===== src/sv/pbg_pkg.sv =====
// ----------------------------------------------------------------------------
// pbg_pkg
// Shared types, constants and LFSR helpers for the PRBS BPSK bit generator.
// ----------------------------------------------------------------------------
package pbg_pkg;

    localparam int PHASE_BITS  = 32;
    localparam int SAMPLE_BITS = 16;
    localparam int SR_BITS     = 31;
    localparam int POLY_W      = 3;
    localparam int STEP_W      = 33;
    localparam int AMP_W       = 15;
    localparam int CFG_IDX_W   = 2;
    localparam int CFG_DATA_W  = 33;

    localparam logic [31:0] AMP_MAX = 32'((64'd1 << (SAMPLE_BITS - 1)) - 64'd1);

    // register indexes
    localparam logic [CFG_IDX_W-1:0] CFG_POLY = 2'd0;
    localparam logic [CFG_IDX_W-1:0] CFG_STEP = 2'd1;
    localparam logic [CFG_IDX_W-1:0] CFG_AMP  = 2'd2;

    // polynomial select codes
    localparam logic [POLY_W-1:0] POLY_PRBS7  = 3'd0;
    localparam logic [POLY_W-1:0] POLY_PRBS9  = 3'd1;
    localparam logic [POLY_W-1:0] POLY_PRBS11 = 3'd2;
    localparam logic [POLY_W-1:0] POLY_PRBS15 = 3'd3;
    localparam logic [POLY_W-1:0] POLY_PRBS23 = 3'd4;
    localparam logic [POLY_W-1:0] POLY_PRBS31 = 3'd5;

    typedef struct packed {
        logic signed [SAMPLE_BITS-1:0] sample_i;
        logic                          data_bit;
    } result_t;

    // feedback mask: bits n-1 and n-1-t of x^n + x^t + 1
    function automatic logic [SR_BITS-1:0] tap_mask(input logic [POLY_W-1:0] sel);
        logic [SR_BITS-1:0] m;
        unique case (sel)
            POLY_PRBS7:  m = 31'h0000_0041;
            POLY_PRBS9:  m = 31'h0000_0108;
            POLY_PRBS11: m = 31'h0000_0402;
            POLY_PRBS23: m = 31'h0040_0010;
            POLY_PRBS31: m = 31'h4000_0004;
            default:     m = 31'h0000_4001;  // PRBS15, also unused codes
        endcase
        return m;
    endfunction

    function automatic logic [SR_BITS-1:0] seed_ones(input logic [POLY_W-1:0] sel);
        logic [SR_BITS-1:0] s;
        unique case (sel)
            POLY_PRBS7:  s = 31'h0000_007F;
            POLY_PRBS9:  s = 31'h0000_01FF;
            POLY_PRBS11: s = 31'h0000_07FF;
            POLY_PRBS23: s = 31'h007F_FFFF;
            POLY_PRBS31: s = 31'h7FFF_FFFF;
            default:     s = 31'h0000_7FFF;
        endcase
        return s;
    endfunction

    function automatic logic [SR_BITS-1:0] lfsr_next(input logic [SR_BITS-1:0] sr,
                                                     input logic [POLY_W-1:0]  sel);
        return (sr >> 1) ^ (sr[0] ? tap_mask(sel) : '0);
    endfunction

    // register contents after seeding with ones and one step
    function automatic logic [SR_BITS-1:0] seed_state(input logic [POLY_W-1:0] sel);
        return lfsr_next(seed_ones(sel), sel);
    endfunction

endpackage


===== src/sv/pbg_out_buf.sv =====
// ----------------------------------------------------------------------------
// pbg_out_buf
// Output register with one skid entry; frees the input side while a sample
// waits on a stalled receiver.
// ----------------------------------------------------------------------------
module pbg_out_buf (
    input  logic            clk,
    input  logic            rst_n,
    input  logic            push,
    input  pbg_pkg::result_t push_data,
    output logic            full,
    output logic            out_valid,
    input  logic            out_stall,
    output pbg_pkg::result_t out_data
);
    import pbg_pkg::*;

    logic    out_valid_reg, out_valid_next;
    logic    skid_valid_reg, skid_valid_next;
    result_t out_data_reg, out_data_next;
    result_t skid_data_reg, skid_data_next;
    logic    out_fire;

    assign out_fire  = out_valid_reg & ~out_stall;
    assign full      = skid_valid_reg;
    assign out_valid = out_valid_reg;
    assign out_data  = out_data_reg;

    always_comb
    begin
        out_valid_next  = out_valid_reg;
        skid_valid_next = skid_valid_reg;
        out_data_next   = out_data_reg;
        skid_data_next  = skid_data_reg;
        if (skid_valid_reg)
        begin
            // input side is held off, so no push here
            if (out_fire)
            begin
                out_data_next   = skid_data_reg;
                skid_valid_next = 1'b0;
            end
        end
        else if (push)
        begin
            if (!out_valid_reg || out_fire)
            begin
                out_data_next  = push_data;
                out_valid_next = 1'b1;
            end
            else
            begin
                skid_data_next  = push_data;
                skid_valid_next = 1'b1;
            end
        end
        else if (out_fire)
        begin
            out_valid_next = 1'b0;
        end
    end

    always_ff @(posedge clk or negedge rst_n)
    begin
        if (!rst_n)
        begin
            out_valid_reg  <= 1'b0;
            skid_valid_reg <= 1'b0;
        end
        else
        begin
            out_valid_reg  <= out_valid_next;
            skid_valid_reg <= skid_valid_next;
        end
    end

    always_ff @(posedge clk)
    begin
        out_data_reg  <= out_data_next;
        skid_data_reg <= skid_data_next;
    end

endmodule


===== src/sv/prbs_bpsk_bit_generator_core.sv =====
// ----------------------------------------------------------------------------
// prbs_bpsk_bit_generator_core
// PRBS-driven BPSK sample source with a fractional bit-rate accumulator.
// ----------------------------------------------------------------------------
// Usage:
//   Input channel (in_valid/in_stall) carries restart and advance. Each
//   accepted request with advance set yields one result on the output
//   channel (out_valid/out_stall): sample_i = +/-amplitude (0 when the bit
//   step is zero) and data_bit, the PRBS bit carried by that sample.
//   A request with only restart set reseeds the LFSR and yields nothing.
//   Result: registered in the output register, or in the skid entry while
//   the output is stalled. Throughput: one request per cycle while in_stall
//   is low; the phase add, the carry and one LFSR step are all combinational
//   between request and state registers.
//   Stall: a stalled result sits in the output register, one more request
//   lands in the skid entry, and in_stall rises only while that entry is
//   occupied.
//   Reset: polynomial PRBS15, bit step 0, amplitude 16384, LFSR seeded with
//   ones and stepped once, phase zero, output channel empty.
//   Configuration: cfg_we/cfg_index/cfg_data, written while idle. Changing
//   polynomial_select reseeds exactly like a restart.
// ----------------------------------------------------------------------------
module prbs_bpsk_bit_generator_core (
    input  logic                                    clk,
    input  logic                                    rst_n,
    input  logic                                    cfg_we,
    input  logic [pbg_pkg::CFG_IDX_W-1:0]           cfg_index,
    input  logic [pbg_pkg::CFG_DATA_W-1:0]          cfg_data,
    input  logic                                    in_valid,
    output logic                                    in_stall,
    input  logic                                    restart,
    input  logic                                    advance,
    output logic                                    out_valid,
    input  logic                                    out_stall,
    output logic signed [pbg_pkg::SAMPLE_BITS-1:0]  sample_i,
    output logic                                    data_bit
);
    import pbg_pkg::*;

    localparam int EXT_W = (PHASE_BITS + 1 > STEP_W) ? PHASE_BITS + 1 : STEP_W;
    localparam logic [EXT_W-1:0] FULL_STEP = EXT_W'(1) << PHASE_BITS;

    logic [POLY_W-1:0]     poly_reg, poly_next;
    logic [STEP_W-1:0]     step_reg, step_next;
    logic [AMP_W-1:0]      amp_reg, amp_next;
    logic [SR_BITS-1:0]    sr_reg, sr_next;
    logic                  cur_bit_reg, cur_bit_next;
    logic [PHASE_BITS-1:0] phase_reg, phase_next;

    logic                   in_accept;
    logic                   push;
    logic                   buf_full;
    result_t                res, out_res;
    logic [SR_BITS-1:0]     sr_base;
    logic                   cur_base;
    logic [PHASE_BITS-1:0]  phase_base;
    logic [EXT_W-1:0]       step_ext, step_sat, phase_sum;
    logic [31:0]            amp_ext, amp_sat;
    logic [SAMPLE_BITS-1:0] amp_s;

    assign in_stall  = buf_full;
    assign in_accept = in_valid & ~buf_full;

    assign step_ext = EXT_W'(step_reg);
    assign step_sat = (step_ext > FULL_STEP) ? FULL_STEP : step_ext;
    assign amp_ext  = 32'(amp_reg);
    assign amp_sat  = (amp_ext > AMP_MAX) ? AMP_MAX : amp_ext;
    assign amp_s    = amp_sat[SAMPLE_BITS-1:0];

    // restart acts before the sample of the same request
    always_comb
    begin
        if (restart)
        begin
            sr_base    = seed_state(poly_reg);
            cur_base   = 1'b1;
            phase_base = '0;
        end
        else
        begin
            sr_base    = sr_reg;
            cur_base   = cur_bit_reg;
            phase_base = phase_reg;
        end
    end

    assign phase_sum = EXT_W'(phase_base) + step_sat;

    always_comb
    begin
        poly_next    = poly_reg;
        step_next    = step_reg;
        amp_next     = amp_reg;
        sr_next      = sr_reg;
        cur_bit_next = cur_bit_reg;
        phase_next   = phase_reg;
        push         = 1'b0;
        res.data_bit = cur_base;
        res.sample_i = cur_base ? $signed(amp_s) : -$signed(amp_s);

        if (in_accept)
        begin
            sr_next      = sr_base;
            cur_bit_next = cur_base;
            phase_next   = phase_base;
            if (advance)
            begin
                push = 1'b1;
                if (step_sat == '0)
                begin
                    res.sample_i = '0;
                end
                else
                begin
                    phase_next = phase_sum[PHASE_BITS-1:0];
                    // sum stays below two full turns: at most one new bit
                    if (phase_sum[PHASE_BITS])
                    begin
                        cur_bit_next = sr_base[0];
                        sr_next      = lfsr_next(sr_base, poly_reg);
                    end
                end
            end
        end

        if (cfg_we)
        begin
            unique case (cfg_index)
                CFG_POLY:
                begin
                    if (cfg_data[POLY_W-1:0] != poly_reg)
                    begin
                        poly_next    = cfg_data[POLY_W-1:0];
                        sr_next      = seed_state(cfg_data[POLY_W-1:0]);
                        cur_bit_next = 1'b1;
                        phase_next   = '0;
                    end
                end
                CFG_STEP: step_next = cfg_data[STEP_W-1:0];
                CFG_AMP:  amp_next  = cfg_data[AMP_W-1:0];
                default:  ;
            endcase
        end
    end

    always_ff @(posedge clk or negedge rst_n)
    begin
        if (!rst_n)
        begin
            poly_reg    <= POLY_PRBS15;
            step_reg    <= '0;
            amp_reg     <= AMP_W'(16384);
            sr_reg      <= seed_state(POLY_PRBS15);
            cur_bit_reg <= 1'b1;
            phase_reg   <= '0;
        end
        else
        begin
            poly_reg    <= poly_next;
            step_reg    <= step_next;
            amp_reg     <= amp_next;
            sr_reg      <= sr_next;
            cur_bit_reg <= cur_bit_next;
            phase_reg   <= phase_next;
        end
    end

    pbg_out_buf u_out_buf (
        .clk       (clk),
        .rst_n     (rst_n),
        .push      (push),
        .push_data (res),
        .full      (buf_full),
        .out_valid (out_valid),
        .out_stall (out_stall),
        .out_data  (out_res)
    );

    assign sample_i = out_res.sample_i;
    assign data_bit = out_res.data_bit;

`ifndef NO_ASSERTIONS
    // skid entry only fills behind a held output
    a_skid_behind_out: assert property (@(posedge clk) disable iff (!rst_n)
        in_stall |-> out_valid)
        else $error("skid entry occupied with empty output register");

    // generator state moves only on a request or a config write
    a_state_hold: assert property (@(posedge clk) disable iff (!rst_n)
        (!in_accept && !cfg_we) |=> ($stable(sr_reg) && $stable(phase_reg)
                                     && $stable(cur_bit_reg)))
        else $error("generator state changed while idle");

    // a restart without advance leaves the freshly seeded state
    a_restart_seed: assert property (@(posedge clk) disable iff (!rst_n)
        (in_accept && restart && !advance && !cfg_we)
            |=> (cur_bit_reg && phase_reg == '0 && !$rose(out_valid)))
        else $error("restart did not reseed cleanly");
`endif

endmodule

===== config.mk =====
export PLATFORM = sky130hd
export DESIGN_NAME = prbs_bpsk_bit_generator_core
export DESIGN_NICKNAME = d
export VERILOG_FILES = /design/src/sv/pbg_pkg.sv /design/src/sv/pbg_out_buf.sv /design/src/sv/prbs_bpsk_bit_generator_core.sv
export SDC_FILE = /design/constraint.sdc
export NUM_CORES = 1
export LEC_CHECK = 0
export BUFFER_PORTS_ARGS = -buffer_cell sky130_fd_sc_hd__buf_2
export CAP_MARGIN = 5
export CORE_UTILIZATION = 40
export CTS_CLUSTER_SIZE = 16
export DETAILED_ROUTE_END_ITERATION = 8
export HOLD_SLACK_MARGIN = 0.02
export SLEW_MARGIN = 25
export SYNTH_ARGS = -nofsm -noshare
export SYNTH_HDL_FRONTEND = slang
export SYNTH_SLANG_ARGS = --single-unit

===== constraint.sdc =====
create_clock -name clk -period 7.9 [get_ports clk]
set_input_delay 1.58 -clock clk [delete_from_list [all_inputs] [get_ports clk]]
set_output_delay 1.58 -clock clk [all_outputs]
set_load 0.05 [all_outputs]

== Yosys cells after proc, flatten, opt, wreduce, memory -nomap -nowiden ==
Cells that the tools add are included.
Operators by class
  add/sub/neg operators: 2
  reduce and logical (&&, ||, !) cells: 15
  magnitude comparators: 2
  bitwise operators: 8
  equal/unequal tests: 13
  muxes and demuxes: 61
Operators with widths (count)
  $mux 31: 23
  $pmux 31 s5: 4
  $mux 32: 7
  $xor 30x31->31: 3
  $mux 17: 4
  $mux 16: 4
  $add 32x33->33: 1
  $gt 33x33->1 const B: 1
  $logic_not 33->1: 1
  $mux 33: 1
  $mux 1: 17
  $neg 15->16: 1
  $gt 15x15->1 const B: 1
  $mux 15: 1
  $eq 3x3->1 const B: 4
  $reduce_and 3->1: 4
  $eq 3x1->1 const B: 2
  $eq 3x2->1 const B: 2
  $logic_not 3->1: 2
  $reduce_bool 2->1: 3
  $reduce_and 2->1: 2
  $ne 3x3->1: 1
  $not 1->1: 3
  $and 1x1->1: 2
  7 further kinds: 7
Storage, ports and cells
  register bits: 151
  output and inout port bits: 19

== Depth between registers and ports, before layout ==
  depth after elaboration: 16
  depth in mapped cells: 19
  gate-level depth less buffers: 16

== Modules after synthesis ==
From an unflattened synthesis, not the netlist that was laid out.
Second synthesis, totals
  cells, all modules: 936
  area, all modules: 9318.9 um2
Modules (own cells, without submodules)
  prbs_bpsk_bit_generator_core: cells each 871, area each 7920.1 um2, instances 1
  pbg_out_buf: cells each 65, area each 1398.8 um2, instances 1

== Worst setup path after synthesis ==
OpenSTA, ideal clock, no wires.
  kind: in2reg
  from: input restart
  to: register sr_reg[15]
  arrival: 5.109 ns
  path slack: 2.668 ns
  library setup time: 0.123 ns
  cell stages on the path: 16
  data required time: 7.777 ns
  cells stage by stage: clkbuf_1 > clkbuf_1 > clkbuf_1 > clkbuf_1 > nor2b_1 > ha_1 > and2_4 > and4_4 > a32o_1 > o211a_1 > or3_4 > nand3_4 > buf_6 > mux2_2 > o21ai_0 > nand2_1
On the way
  longest elaborated chain between the ends: 10
RTL lines
  start, declared: line prbs_bpsk_bit_generator_core.sv:31  | input logic restart,
  branches (longest 5 deep; another with $add 32x33->33)
  $mux 31 (*): line prbs_bpsk_bit_generator_core.sv:106  | if (advance)
  $mux 31 (*): line prbs_bpsk_bit_generator_core.sv:101  | if (in_accept)
  $mux 31: line prbs_bpsk_bit_generator_core.sv:131  | if (cfg_data[POLY_W-1:0] != poly_reg)
  $mux 31: line prbs_bpsk_bit_generator_core.sv:128  | unique case (cfg_index)
  $mux 31 (*): line prbs_bpsk_bit_generator_core.sv:126  | if (cfg_we)
  net sr_next[15]: line prbs_bpsk_bit_generator_core.sv:46  | logic [SR_BITS-1:0] sr_reg, sr_next;
  end signal, assigned: line prbs_bpsk_bit_generator_core.sv:153  | sr_reg <= seed_state(POLY_PRBS15);
  end signal, assigned: line prbs_bpsk_bit_generator_core.sv:162  | sr_reg <= sr_next;
  end, declared: line prbs_bpsk_bit_generator_core.sv:46
Mark *: on every way through the listed nets, which the timed path passes.
A chain may end at the register's enable or synchronous reset.

== Worst setup path after layout ==
  from: input restart
  to: register sr_reg[0]
The elaborated chain is that of the path after synthesis.

==> results.txt <==
Status: complete, no violations
Internal Power: 1.94 mW
CP endpoint: sr_reg[0]
Arr. time, crit path: 5700 ps
Period Utilization, post-route: 68.5%
Gate power share: 33.9%
CP endpoint kind: register
Top FF cell, synth: dfrtp_1
Slew @ Worst Pin: 928 ps
R2R Path End: sr_reg[0]
Rows: 55
Required @ worst endpoint: 8190 ps
Initial antenna violation count: 0
Synth unique cells: 76
Peak VDD IR: 0.127 mV
Post-layout net count: 1,095
Sequential fraction of the synthesis area: 41.9%
Max FFs per register: 33
Remaining Overflow, GRT: 0
Via count: 7,366
Die height: 156 microns
Final TNS setup: 0 ps
Synthesis-stage register bit count: 151
Area grow syn2layout: 12.1%
Hold-fix buffers at CTS: 0
Die X: 156 microns
Max-slew violations: 0
GP Congestion: 0.866
# Post-CTS Setup Buffers: 0
Hold Crit Class: register to register
Fraction of layout cells with a size suffix above 1: 20.8%
I/O pin total: 61
Clk sink count: 151
Synthesized instance count: 979
RSZ-0062 raised after global routing: no
Clock root cell: clkbuf_16
Total CTS buffers: 17
Final Hold Fails: 0
Post-DR wirelength/cell: 16.7 microns
Worst setup SP type: primary input
Area of the multi-input gates: 5230 sq um
Die ar.: 24,300 sq um
Residual DRC: 0
Most common cell after layout, fill and taps aside: dfrtp_1
Clock-pin transition on the worst setup and hold timing paths: 60 ps
Switching power: 1.09 mW
Final setup margin: 2490 ps
Reg2Reg Depth: 15
DRT Wirelength: 22,400 microns
All-Layer GR Usage: 19.4%
Largest net degree at the start of global routing: 62
First-pass GRT wire length: 37,200 microns
Max cap viols: 0
Clk pwr share: 27.0%
Synthesis Warnings: 0
Async SR Flop Fraction: 77.5%
Static leakage: 4.64 nW
Skew final: 11.2 ps
Clock Path Buffers: 2
Syn_nets: 1,057
DRT iter0 DRCs: 388
Drt pass-1 iters: 5
Pwr Density: 285 nW/um^2
RR Startpoint: step_ext[17]
Starting Density: 41.4%
ANT nets after route: 0
F_max: 0.185 GHz
Synthesized area: 9490 sq um
Place WS: 2090 ps
Most frequent cells in the layout: 99 x dfrtp_1, 81 x nand2_1, 75 x a21oi_1
Placed insts: 1,311
FF/Latch Area: 3970 sq um
Worst setup path start: restart
Fin cells: 1,343
Resized cells post-CTS: 0
Crit path max fanout: 52
H-tree depth: 4
Endpoints failing setup: 0
FILL cells: 2,196
CTS tree: built
Post-layout util: 46.4%
Tot Pwr: 3.04 mW
ANT cells: 0
Buffers added on ports: 60
Min Tclk post-route: 5410 ps
Vias per cell: 5.48
Vias in the first global route: 7,151
Syn_area_per_cell: 9.69 sq um
Worst-Skew Late Latency: 430 ps
Setup slack, reg-to-reg: 2740 ps
Seq pwr share: 39.1%
Core area: 22,900 sq um
Setup CP Type: primary input to register
Net Sw Frac: 36.0%
HPWL Detailed: 15,500 microns
EDFF count, synth: 34
Max-Slew Margin vs Limit: 37.9%
==> power by group through the flow <==
stage          clock network, mW  logic [mW]  registers (mW)
5_1_grt                    0.870        1.14            1.21
2_1_floorplan                  0       0.774            1.21
6_report                   0.821        1.03            1.19
3_5_place_dp                   0        1.03            1.20
4_1_cts                    0.840        1.03            1.19
3_3_place_gp                   0        1.01            1.20
==> synthesized netlist by cell type, types with 18 or more instances <==
master	count	area [sq um]
dfrtp_1	99	2480
nand2_1	81	304
a21oi_1	75	375
nor2_1	75	282
mux2_2	71	800
nor2b_1	49	307
clkbuf_1	45	169
o21ai_0	44	220
ha_1	35	438
edfxtp_1	34	1020
and2_1	31	194
a21o_1	23	173
xor2_1	22	193
xnor2_1	21	184
a22oi_1	18	135
dfstp_2	18	473
nor3_1	18	90.1
==> layer usage <==
metal	wire length (microns)	part of all wire, %	track usage [%]
met1	10900	48	26.4
met2	10400	46	30.9
met3	712	3.2	3.28
met4	437	1.9	7.14
met5	0	0	0
==> worst min-delay path by stage <==
stage	from	to	slack, ps	depth (start not counted)
2_1_floorplan	phase_reg[31]	phase_reg[31]	460	1
3_3_place_gp	sr_reg[6]	sr_reg[6]	480	2
3_5_place_dp	phase_reg[23]	phase_reg[23]	480	1
4_1_cts	sr_reg[6]	sr_reg[6]	490	2
5_1_grt	sr_reg[6]	sr_reg[6]	510	2
6_report	sr_reg[6]	sr_reg[6]	490	2
==> critical path, stage by stage <==
cell     delay, ps
buf_2          660
buf_4          430
nor2b_1         90
ha_1           380
o21ai_0        220
a21oi_1         90
a221o_1        330
o211a_1        260
or3_4          430
nand3_4        420
mux2_2         410
o21ai_0        190
a41oi_2        130
==> layout make-up <==
type                            instances  area share (%)
Clock buffer                           18            4.13
Clock inverter                         14            1.39
Inverter                               14           0.494
Multi-Input combinational cell        759            49.1
Sequential cell                       151            37.3
Tap cell                              313            3.68
Timing Repair Buffer                   74            3.83
==> cell families (layout without fill, tap and decap cells) <==
family                     count (synthesis)  in the layout  synth area share, %
xor gates and xnor gates                  43             43                 3.97
adders and majority gates                 36             36                 4.83
muxes                                     83             83                 9.84
DFF                                      151            151                 41.9
AOI/OAI and AO/OA                        260            260                 18.0
and+or+nand+nor                          337            337                 18.3
buffers and inverters                     69            120                 3.20
==> per-stage QoR <==
stage	cell area [sq um]	hold slack, ps
3_5_place_dp	10000	483
4_1_cts	10600	492
5_1_grt	10600	513
2_1_floorplan	9490	465
6_report	10600	494
3_3_place_gp	10000	483
Power figures use the tool's default switching activity.
